[src/design/shbe_pkg.sv]
`timescale 1ns / 1ps

package shbe_pkg;

    localparam int SYMBOLS_DEF  = 256;
    localparam int MAX_CODE_LEN = 32;
    localparam int COUNT_BITS   = 20;

    localparam int NODE_W   = 10;
    localparam int WEIGHT_W = 28;
    localparam int BITS_W   = 26;
    localparam int TOTAL_W  = 9;
    localparam int LEN_W    = 6;
    localparam int CODE_W   = 32;

    localparam logic [NODE_W-1:0]   NO_NODE    = 10'h3FF;
    localparam logic [WEIGHT_W-1:0] WEIGHT_MAX = 28'hFFFFFFF;
    localparam logic [BITS_W-1:0]   BITS_MAX   = 26'h3FFFFFF;

    typedef enum logic [2:0] {
        CMD_TALLY  = 3'd0,
        CMD_BUILD  = 3'd1,
        CMD_ENCODE = 3'd2,
        CMD_FLUSH  = 3'd3,
        CMD_READ   = 3'd4,
        CMD_CLEAR  = 3'd5
    } t_cmd;

    typedef enum logic [1:0] {
        KIND_BYTE  = 2'd0,
        KIND_TOTAL = 2'd1,
        KIND_BUILD = 2'd2,
        KIND_ENTRY = 2'd3
    } t_kind;

    typedef enum logic [4:0] {
        ST_IDLE,
        ST_TALLY_LOOK,
        ST_TALLY_INC,
        ST_ENC_LOOK,
        ST_ENC_LOAD,
        ST_ENC_BIT,
        ST_FLUSH_BYTE,
        ST_FLUSH_TOTAL,
        ST_READ,
        ST_CLEAR,
        ST_INIT,
        ST_SCAN,
        ST_MERGE1,
        ST_MERGE2,
        ST_CODE_START,
        ST_CODE_STEP,
        ST_CODE_PAR,
        ST_CODE_WRITE,
        ST_BLD_DONE
    } t_state;

    typedef enum logic [4:0] {
        OP_IDLE,
        OP_TALLY_LOOK,
        OP_TALLY_INC,
        OP_ENC_LOOK,
        OP_ENC_LOAD,
        OP_ENC_BIT,
        OP_FLUSH_BYTE,
        OP_FLUSH_TOTAL,
        OP_READ,
        OP_CLEAR,
        OP_INIT,
        OP_SCAN,
        OP_MERGE1,
        OP_MERGE2,
        OP_CODE_START,
        OP_CODE_STEP,
        OP_CODE_PAR,
        OP_CODE_WRITE,
        OP_BLD_DONE
    } t_op;

    typedef struct packed {
        t_op  op;
        logic accept;
    } t_ctl;

    typedef struct packed {
        logic hit;
        logic fill_nz;
        logic enc_go;
        logic enc_end;
        logic init_end;
        logic total_zero;
        logic total_gt1;
        logic scan_done;
        logic live_gt2;
        logic at_root;
        logic len_over;
        logic code_end;
    } t_sts;

endpackage

[src/design/shbe_ctrl.sv]
`timescale 1ns / 1ps

module shbe_ctrl (
    input  logic            i_clk,
    input  logic            i_rst_n,
    input  logic            i_start,
    input  logic [2:0]      i_command,
    input  shbe_pkg::t_sts  i_sts,
    output shbe_pkg::t_ctl  o_ctl,
    output logic            o_busy
);

    shbe_pkg::t_state r_state;
    shbe_pkg::t_state n_state;
    shbe_pkg::t_cmd   cmd;

    assign cmd = shbe_pkg::t_cmd'(i_command);

    always_ff @(posedge i_clk) begin
        if (!i_rst_n) begin
            r_state <= shbe_pkg::ST_IDLE;
        end else begin
            r_state <= n_state;
        end
    end

    always_comb begin
        n_state = r_state;
        case (r_state)
            shbe_pkg::ST_IDLE: begin
                if (i_start) begin
                    case (cmd)
                        shbe_pkg::CMD_TALLY:  n_state = shbe_pkg::ST_TALLY_LOOK;
                        shbe_pkg::CMD_BUILD:  n_state = i_sts.total_zero ?
                                                  shbe_pkg::ST_BLD_DONE : shbe_pkg::ST_INIT;
                        shbe_pkg::CMD_ENCODE: n_state = shbe_pkg::ST_ENC_LOOK;
                        shbe_pkg::CMD_FLUSH:  n_state = i_sts.fill_nz ?
                                                  shbe_pkg::ST_FLUSH_BYTE :
                                                  shbe_pkg::ST_FLUSH_TOTAL;
                        shbe_pkg::CMD_READ:   n_state = shbe_pkg::ST_READ;
                        shbe_pkg::CMD_CLEAR:  n_state = shbe_pkg::ST_CLEAR;
                        default:              n_state = shbe_pkg::ST_IDLE;
                    endcase
                end
            end
            shbe_pkg::ST_TALLY_LOOK: begin
                n_state = i_sts.hit ? shbe_pkg::ST_TALLY_INC : shbe_pkg::ST_IDLE;
            end
            shbe_pkg::ST_TALLY_INC:  n_state = shbe_pkg::ST_IDLE;
            shbe_pkg::ST_ENC_LOOK: begin
                n_state = i_sts.hit ? shbe_pkg::ST_ENC_LOAD : shbe_pkg::ST_IDLE;
            end
            shbe_pkg::ST_ENC_LOAD: begin
                n_state = i_sts.enc_go ? shbe_pkg::ST_ENC_BIT : shbe_pkg::ST_IDLE;
            end
            shbe_pkg::ST_ENC_BIT: begin
                n_state = i_sts.enc_end ? shbe_pkg::ST_IDLE : shbe_pkg::ST_ENC_BIT;
            end
            shbe_pkg::ST_FLUSH_BYTE:  n_state = shbe_pkg::ST_FLUSH_TOTAL;
            shbe_pkg::ST_FLUSH_TOTAL: n_state = shbe_pkg::ST_IDLE;
            shbe_pkg::ST_READ:        n_state = shbe_pkg::ST_IDLE;
            shbe_pkg::ST_CLEAR:       n_state = shbe_pkg::ST_IDLE;
            shbe_pkg::ST_INIT: begin
                if (i_sts.init_end) begin
                    n_state = i_sts.total_gt1 ? shbe_pkg::ST_SCAN : shbe_pkg::ST_CODE_START;
                end
            end
            shbe_pkg::ST_SCAN: begin
                n_state = i_sts.scan_done ? shbe_pkg::ST_MERGE1 : shbe_pkg::ST_SCAN;
            end
            shbe_pkg::ST_MERGE1: n_state = shbe_pkg::ST_MERGE2;
            shbe_pkg::ST_MERGE2: begin
                n_state = i_sts.live_gt2 ? shbe_pkg::ST_SCAN : shbe_pkg::ST_CODE_START;
            end
            shbe_pkg::ST_CODE_START: n_state = shbe_pkg::ST_CODE_STEP;
            shbe_pkg::ST_CODE_STEP: begin
                if (i_sts.len_over) begin
                    n_state = shbe_pkg::ST_BLD_DONE;
                end else if (i_sts.at_root) begin
                    n_state = shbe_pkg::ST_CODE_WRITE;
                end else begin
                    n_state = shbe_pkg::ST_CODE_PAR;
                end
            end
            shbe_pkg::ST_CODE_PAR: n_state = shbe_pkg::ST_CODE_STEP;
            shbe_pkg::ST_CODE_WRITE: begin
                n_state = i_sts.code_end ? shbe_pkg::ST_BLD_DONE : shbe_pkg::ST_CODE_START;
            end
            shbe_pkg::ST_BLD_DONE: n_state = shbe_pkg::ST_IDLE;
            default:               n_state = shbe_pkg::ST_IDLE;
        endcase
    end

    always_comb begin
        o_busy       = (r_state != shbe_pkg::ST_IDLE);
        o_ctl.accept = i_start && (r_state == shbe_pkg::ST_IDLE);
        case (r_state)
            shbe_pkg::ST_IDLE:        o_ctl.op = shbe_pkg::OP_IDLE;
            shbe_pkg::ST_TALLY_LOOK:  o_ctl.op = shbe_pkg::OP_TALLY_LOOK;
            shbe_pkg::ST_TALLY_INC:   o_ctl.op = shbe_pkg::OP_TALLY_INC;
            shbe_pkg::ST_ENC_LOOK:    o_ctl.op = shbe_pkg::OP_ENC_LOOK;
            shbe_pkg::ST_ENC_LOAD:    o_ctl.op = shbe_pkg::OP_ENC_LOAD;
            shbe_pkg::ST_ENC_BIT:     o_ctl.op = shbe_pkg::OP_ENC_BIT;
            shbe_pkg::ST_FLUSH_BYTE:  o_ctl.op = shbe_pkg::OP_FLUSH_BYTE;
            shbe_pkg::ST_FLUSH_TOTAL: o_ctl.op = shbe_pkg::OP_FLUSH_TOTAL;
            shbe_pkg::ST_READ:        o_ctl.op = shbe_pkg::OP_READ;
            shbe_pkg::ST_CLEAR:       o_ctl.op = shbe_pkg::OP_CLEAR;
            shbe_pkg::ST_INIT:        o_ctl.op = shbe_pkg::OP_INIT;
            shbe_pkg::ST_SCAN:        o_ctl.op = shbe_pkg::OP_SCAN;
            shbe_pkg::ST_MERGE1:      o_ctl.op = shbe_pkg::OP_MERGE1;
            shbe_pkg::ST_MERGE2:      o_ctl.op = shbe_pkg::OP_MERGE2;
            shbe_pkg::ST_CODE_START:  o_ctl.op = shbe_pkg::OP_CODE_START;
            shbe_pkg::ST_CODE_STEP:   o_ctl.op = shbe_pkg::OP_CODE_STEP;
            shbe_pkg::ST_CODE_PAR:    o_ctl.op = shbe_pkg::OP_CODE_PAR;
            shbe_pkg::ST_CODE_WRITE:  o_ctl.op = shbe_pkg::OP_CODE_WRITE;
            shbe_pkg::ST_BLD_DONE:    o_ctl.op = shbe_pkg::OP_BLD_DONE;
            default:                  o_ctl.op = shbe_pkg::OP_IDLE;
        endcase
    end

endmodule

[config.mk]
export PLATFORM = sky130hd
export DESIGN_NAME = shbe_ctrl
export DESIGN_NICKNAME = d
export VERILOG_FILES = /design/src/design/shbe_pkg.sv /design/src/design/shbe_ctrl.sv
export SDC_FILE = /design/constraint.sdc
export NUM_CORES = 1
export LEC_CHECK = 0
export BUFFER_PORTS_ARGS = -buffer_cell sky130_fd_sc_hd__buf_2
export CAP_MARGIN = 0
export CORE_UTILIZATION = 30
export CTS_CLUSTER_SIZE = 10
export DETAILED_ROUTE_END_ITERATION = 8
export SLEW_MARGIN = 20
export SYNTH_ARGS = -nofsm -noshare
export SYNTH_HDL_FRONTEND = slang
export SYNTH_SLANG_ARGS = --single-unit
[constraint.sdc]
create_clock -name i_clk -period 2.1 [get_ports i_clk]
set_input_delay 0.21 -clock i_clk [delete_from_list [all_inputs] [get_ports i_clk]]
set_output_delay 0.21 -clock i_clk [all_outputs]
set_load 0.03 [all_outputs]
; Word level (Yosys, flattened, before mapping)
; Memories as Yosys holds them, arrays and structs flattened. A register that Yosys moved wholly into a read port is not among the register bits.
; Cells that the tools add are included.
; W data, S select, Z words.
[op_classes]
eq_ne = 20
mux = 18
reduce_logical = 6
[op_table]
columns = op, count
row1 = $pmux W5 S13, 1
row2 = $eq A5 B4 Y1 const B, 6
row3 = $mux W5, 6
row4 = $pmux W5 S6, 1
row5 = $mux W3, 6
row6 = $eq A5 B3 Y1 const B, 3
row7 = $eq A5 B5 Y1 const B, 2
row8 = $eq A3 B2 Y1 const B, 2
row9 = $eq A3 B3 Y1 const B, 2
row10 = $eq A5 B1 Y1 const B, 1
row11 = $eq A5 B2 Y1 const B, 1
row12 = $logic_not A5 Y1, 1
row13 = $reduce_bool A5 Y1, 1
row14 = $mux W2, 2
row15 = $ne A2 B2 Y1 const B, 2
row16 = $eq A3 B1 Y1 const B, 1
row17 = $logic_not A3 Y1, 1
row18 = $mux W1, 2
row19 = $reduce_and A2 Y1, 1
row20 = $reduce_or A2 Y1, 1
row21 = $logic_and A1 B1 Y1, 1
[word_totals]
reg_bits = 5
romBits = 160
output_inout_bits = 7
mem_count = 1
in_bits = 18
[memory_table]
columns = memory, words, word_bits, rd, rd_ports_with_merged_regs, wr, line_no
row1 = (name not given), 32, 5, 1, 1, 0, shbe_ctrl.sv:97  ; case (r_state)

; Longest topological paths before layout
[logic_depth]
word_depth = 6
depth_mapped = 6
ltp_nobuf = 4

; Least setup slack after synthesis
; Ideal clock, no wire load.
[synth_path]
kind = reg-to-reg
startpoint = register r_state[2]
endpoint = register o_ctl[4] (netlist name)
path_buffers = 1
arrival_time_ps = 1506
synth_period_minus_slack_ps = 1563
setup_slack_ps = 537
required_ps = 2043
stages_incl_launch_ff = 6
cell_sequence = dfxtp_1 -> buf_4 -> nor3_1 -> nand2_1 -> o31ai_1 -> o21ba_2
[synth_between]
elab_chain_cells = 5
[synth_rtl]
columns = item, line_no
row1 = "start, declared", shbe_ctrl.sv:13  ; shbe_pkg::t_state r_state;
row2 = "start signal, assigned", shbe_ctrl.sv:21  ; r_state <= shbe_pkg::ST_IDLE;
row3 = "start signal, assigned", shbe_ctrl.sv:23  ; r_state <= n_state;
row4 = $eq A5 B5 Y1 (tied with other cells), shbe_ctrl.sv:29  ; case (r_state)
row5 = $reduce_or A2 Y1 (no line) or $ne A2 B2 Y1 (tied branches), --
row6 = $pmux W5 S13 or $reduce_and A2 Y1 (tied branches), --
row7 = $mux W5 (no line) * (2 in a row), --
; Mark *: on every way between the ends. The rest lies on a longest branch, timed or not.
; A chain may end at the register's enable or synchronous reset.

; Final worst setup path
[layout_path]
startpoint = register r_state[1]
endpoint = register r_state[0]
[layout_between]
elab_chain_cells = 3
[layout_rtl]
columns = item, line_no
row1 = $eq A5 B5 Y1 (tied with other cells), shbe_ctrl.sv:29
row2 = $reduce_or A2 Y1 (no line) or $ne A2 B2 Y1 (tied branches), --
row3 = $pmux W5 S13 or $reduce_and A2 Y1 (tied branches), --
; Parallel ways exist; a longest one is shown, timed or not.

==> impl_metrics.json <==
{
  "multi_input_area_um2": 490,
  "worstPathRequired_ps": 2240,
  "cts_sinks": 10,
  "layout_commonest_cell": "buf_2",
  "drtAntennaViolNets": 0,
  "synth_edf_count": 0,
  "dr.pass1.iters": 4,
  "num_vias": 813,
  "path_clk_slew_ps": 60,
  "total_leakage_power_nw": 0.383,
  "ios": 25,
  "synthesis.nets": 111,
  "fin_skew_ps": 1.19,
  "cts_tree": "yes",
  "insertedDiodeCount": 0,
  "fin_ws_ps": 323,
  "fin_nets": 136,
  "drv_cap": 0,
  "start_util": 0.331,
  "rows": 17,
  "seq_area_frac_synth": 0.263,
  "setup_viol_count_final": 0,
  "fin_util": 0.405,
  "dpl.cell_count": 141,
  "ir_worst_vdd_mv": 0.525,
  "antenna_found_initial": 0,
  "grt_max_degree": 17,
  "register_area_um2": 200,
  "drtIter0Drc": 14,
  "fin_cells": 145,
  "final_cell_mix": "buf_2 (24), dfxtp_1 (10), nor2_1 (6), nand2_1 (6), inv_1 (5)",
  "wl_per_cell_um": 13.6,
  "critPathKind": "reg -> reg",
  "synth_top_family_by_area": "compound AO/OA/AOI/OAI gates",
  "globalplace.congestion": 0.831,
  "die_area_um2": 2740,
  "arrival_ps": 1910,
  "grt-ovfl-total": 0,
  "grt_pass1_wl_um": 3160,
  "clockBufferDepth": 2,
  "async_reset_ff_frac": 0,
  "synth_top_area_share": 0.263,
  "status": "finished, final reports clean",
  "cts_resized": 0,
  "hold_buffers": 0,
  "dp_hpwl_um": 1500,
  "max_stage_delay_ps": 560,
  "cp_top_family": "simple AND/OR/NAND/NOR gates",
  "setup_tns_ps": 0,
  "ys.flop_type": "dfxtp_1",
  "numCtsBuffers": 3,
  "cp_max_fo": 11,
  "die_x_um": 52.4,
  "cp_cell_sequence": "nor3b_1, nand3b_1, o2111ai_2, a41oi_1",
  "area_delta_synth_final_pct": 22.4,
  "io_buffers": 24,
  "htreeDepth": 1,
  "max_freq_mhz": 563,
  "synthCells": 93,
  "min_period_ps": 1780,
  "start_kind": "register",
  "synth_simple_gate_area_frac": 0.293,
  "synth_fa_ha_area_frac": 0,
  "pre_cts_ws_ps": 353,
  "coreArea_um2": 2300,
  "min_path_type": "in -> reg",
  "power_density_nw_per_um2": 636,
  "routed_wl_um": 1980,
  "synth_area_leaders": "dfxtp_1 (26%), a41oi_1 (4.6%), buf_2 (3.3%), nand2_1 (3.0%), nor2_1 (3.0%)",
  "n_fill_cell": 254,
  "drc": 0,
  "vias_per_cell": 5.61,
  "critPathBufInv": 0,
  "clockRootBuffer": "clkbuf_4",
  "ys_seq_elements": 10,
  "syn-cell-area_um2": 761,
  "hold_viol": 0,
  "fp.dieH_um": 52.4,
  "synth_compound_area_frac": 0.314,
  "synthXorXnorAreaFrac": 0.0115,
  "drive_gt1_frac": 0.316,
  "drv_slew": 0,
  "ys_warn_count": 0,
  "clk_latency_ps": 270,
  "first_global_vias": 706,
  "slew_headroom": 0.657,
  "cts_post_setup_buffers_inserted": 0,
  "tightest_slew_ps": 514,
  "track_usage": 0.158,
  "avgSynthCellArea_um2": 8.18,
  "synth_mux_area_frac": 0.0263,
  "cpMaxStageDelayCell": "dfxtp_1",
  "worstSetupEndpointType": "register",
  "fin_crit_sh": 0.846,
  "synth_area_leader_cell": "dfxtp_1",
  "rsz0062_at_grt": "false",
  "synthDistinctLibCells": 40
}
## layout make-up
| cell class | instances | area share |
|---|---|---|
| Sequential cell | 10 | 0.215 |
| Clock buffer | 4 | 0.0390 |
| Inverter | 5 | 0.0202 |
| Timing Repair Buffer | 28 | 0.161 |
| Tap cell | 28 | 0.0376 |
| Multi-Input combinational cell | 70 | 0.527 |
## kinds of logic (layout without fill, tap and decap cells)
logic type | count (synthesis) | after routing
DFF | 10 | 10
AOI/OAI and AO/OA | 31 | 31
and+or+nand+nor | 36 | 36
buffers and inverters | 13 | 37
muxes | 2 | 2
xor gates and xnor gates | 1 | 1
## routing by layer
metal	routed length, um	GRT usage	share of wire
met2	967	0.262	0.49
met5	0	0	0
met3	114	0.0493	0.058
met4	19	0.0395	0.0096
met1	877	0.197	0.44
## worst paths after layout
kind	from	endpoint	slack, ps	depth (start not counted)
hold reg to reg	r_state[0]	o_ctl[5]	700	2
setup reg to reg	r_state[1]	r_state[0]	320	4
hold / removal	i_sts[6]	o_ctl[5]	270	3
setup / recovery	r_state[1]	r_state[0]	320	4
## cell usage after synthesis, types with 2 or more instances
| cell | count |
|---|---|
| mux2i_1 | 2 |
| buf_4 | 2 |
| o21ba_2 | 2 |
| dfxtp_1 | 10 |
| nor2_1 | 6 |
| nor4b_1 | 2 |
| nand2b_1 | 3 |
| nor3b_1 | 2 |
| nand2_1 | 6 |
| nor2b_1 | 2 |
| and3b_1 | 2 |
| a41oi_1 | 4 |
| and3_1 | 2 |
| inv_1 | 5 |
| nand4b_1 | 2 |
| a32o_1 | 2 |
| a21oi_1 | 4 |
| buf_2 | 5 |
| nand3_1 | 2 |
| o21ai_0 | 4 |
| nor3_1 | 3 |
| a31oi_1 | 3 |
## per-stage QoR
stage               total power [W]  hold slack (ps)  instance area, um^2
floorplan                  0.000368              394                  761
global placement           0.000421              553                  895
detailed placement         0.000424              545                  895
CTS                        0.000596              262                  931
global route               0.000624              292                  931
finish                     0.000592              270                  931
## sequential cells by signal, indices dropped and copies added, names as in the netlist
signal,flops
o_ctl,5
r_state,5
## report_power, final
| group | switching (W) | internal (W) | total (W) |
|---|---|---|---|
| registers | 0.0000251 | 0.000203 | 0.000228 |
| clock network | 0.0000646 | 0.000105 | 0.000170 |
| logic | 0.000112 | 0.0000811 | 0.000194 |
| total | 0.000202 | 0.000390 | 0.000592 |
## tightest hold or removal path, delay by kind of cell
kind / cells / cell delay [ps]
AO/OA/AOI/OAI: 1 / 70
buffers and inverters: 1 / 110
AND/OR/NAND/NOR: 1 / 100
Power figures use the tool's default switching activity.
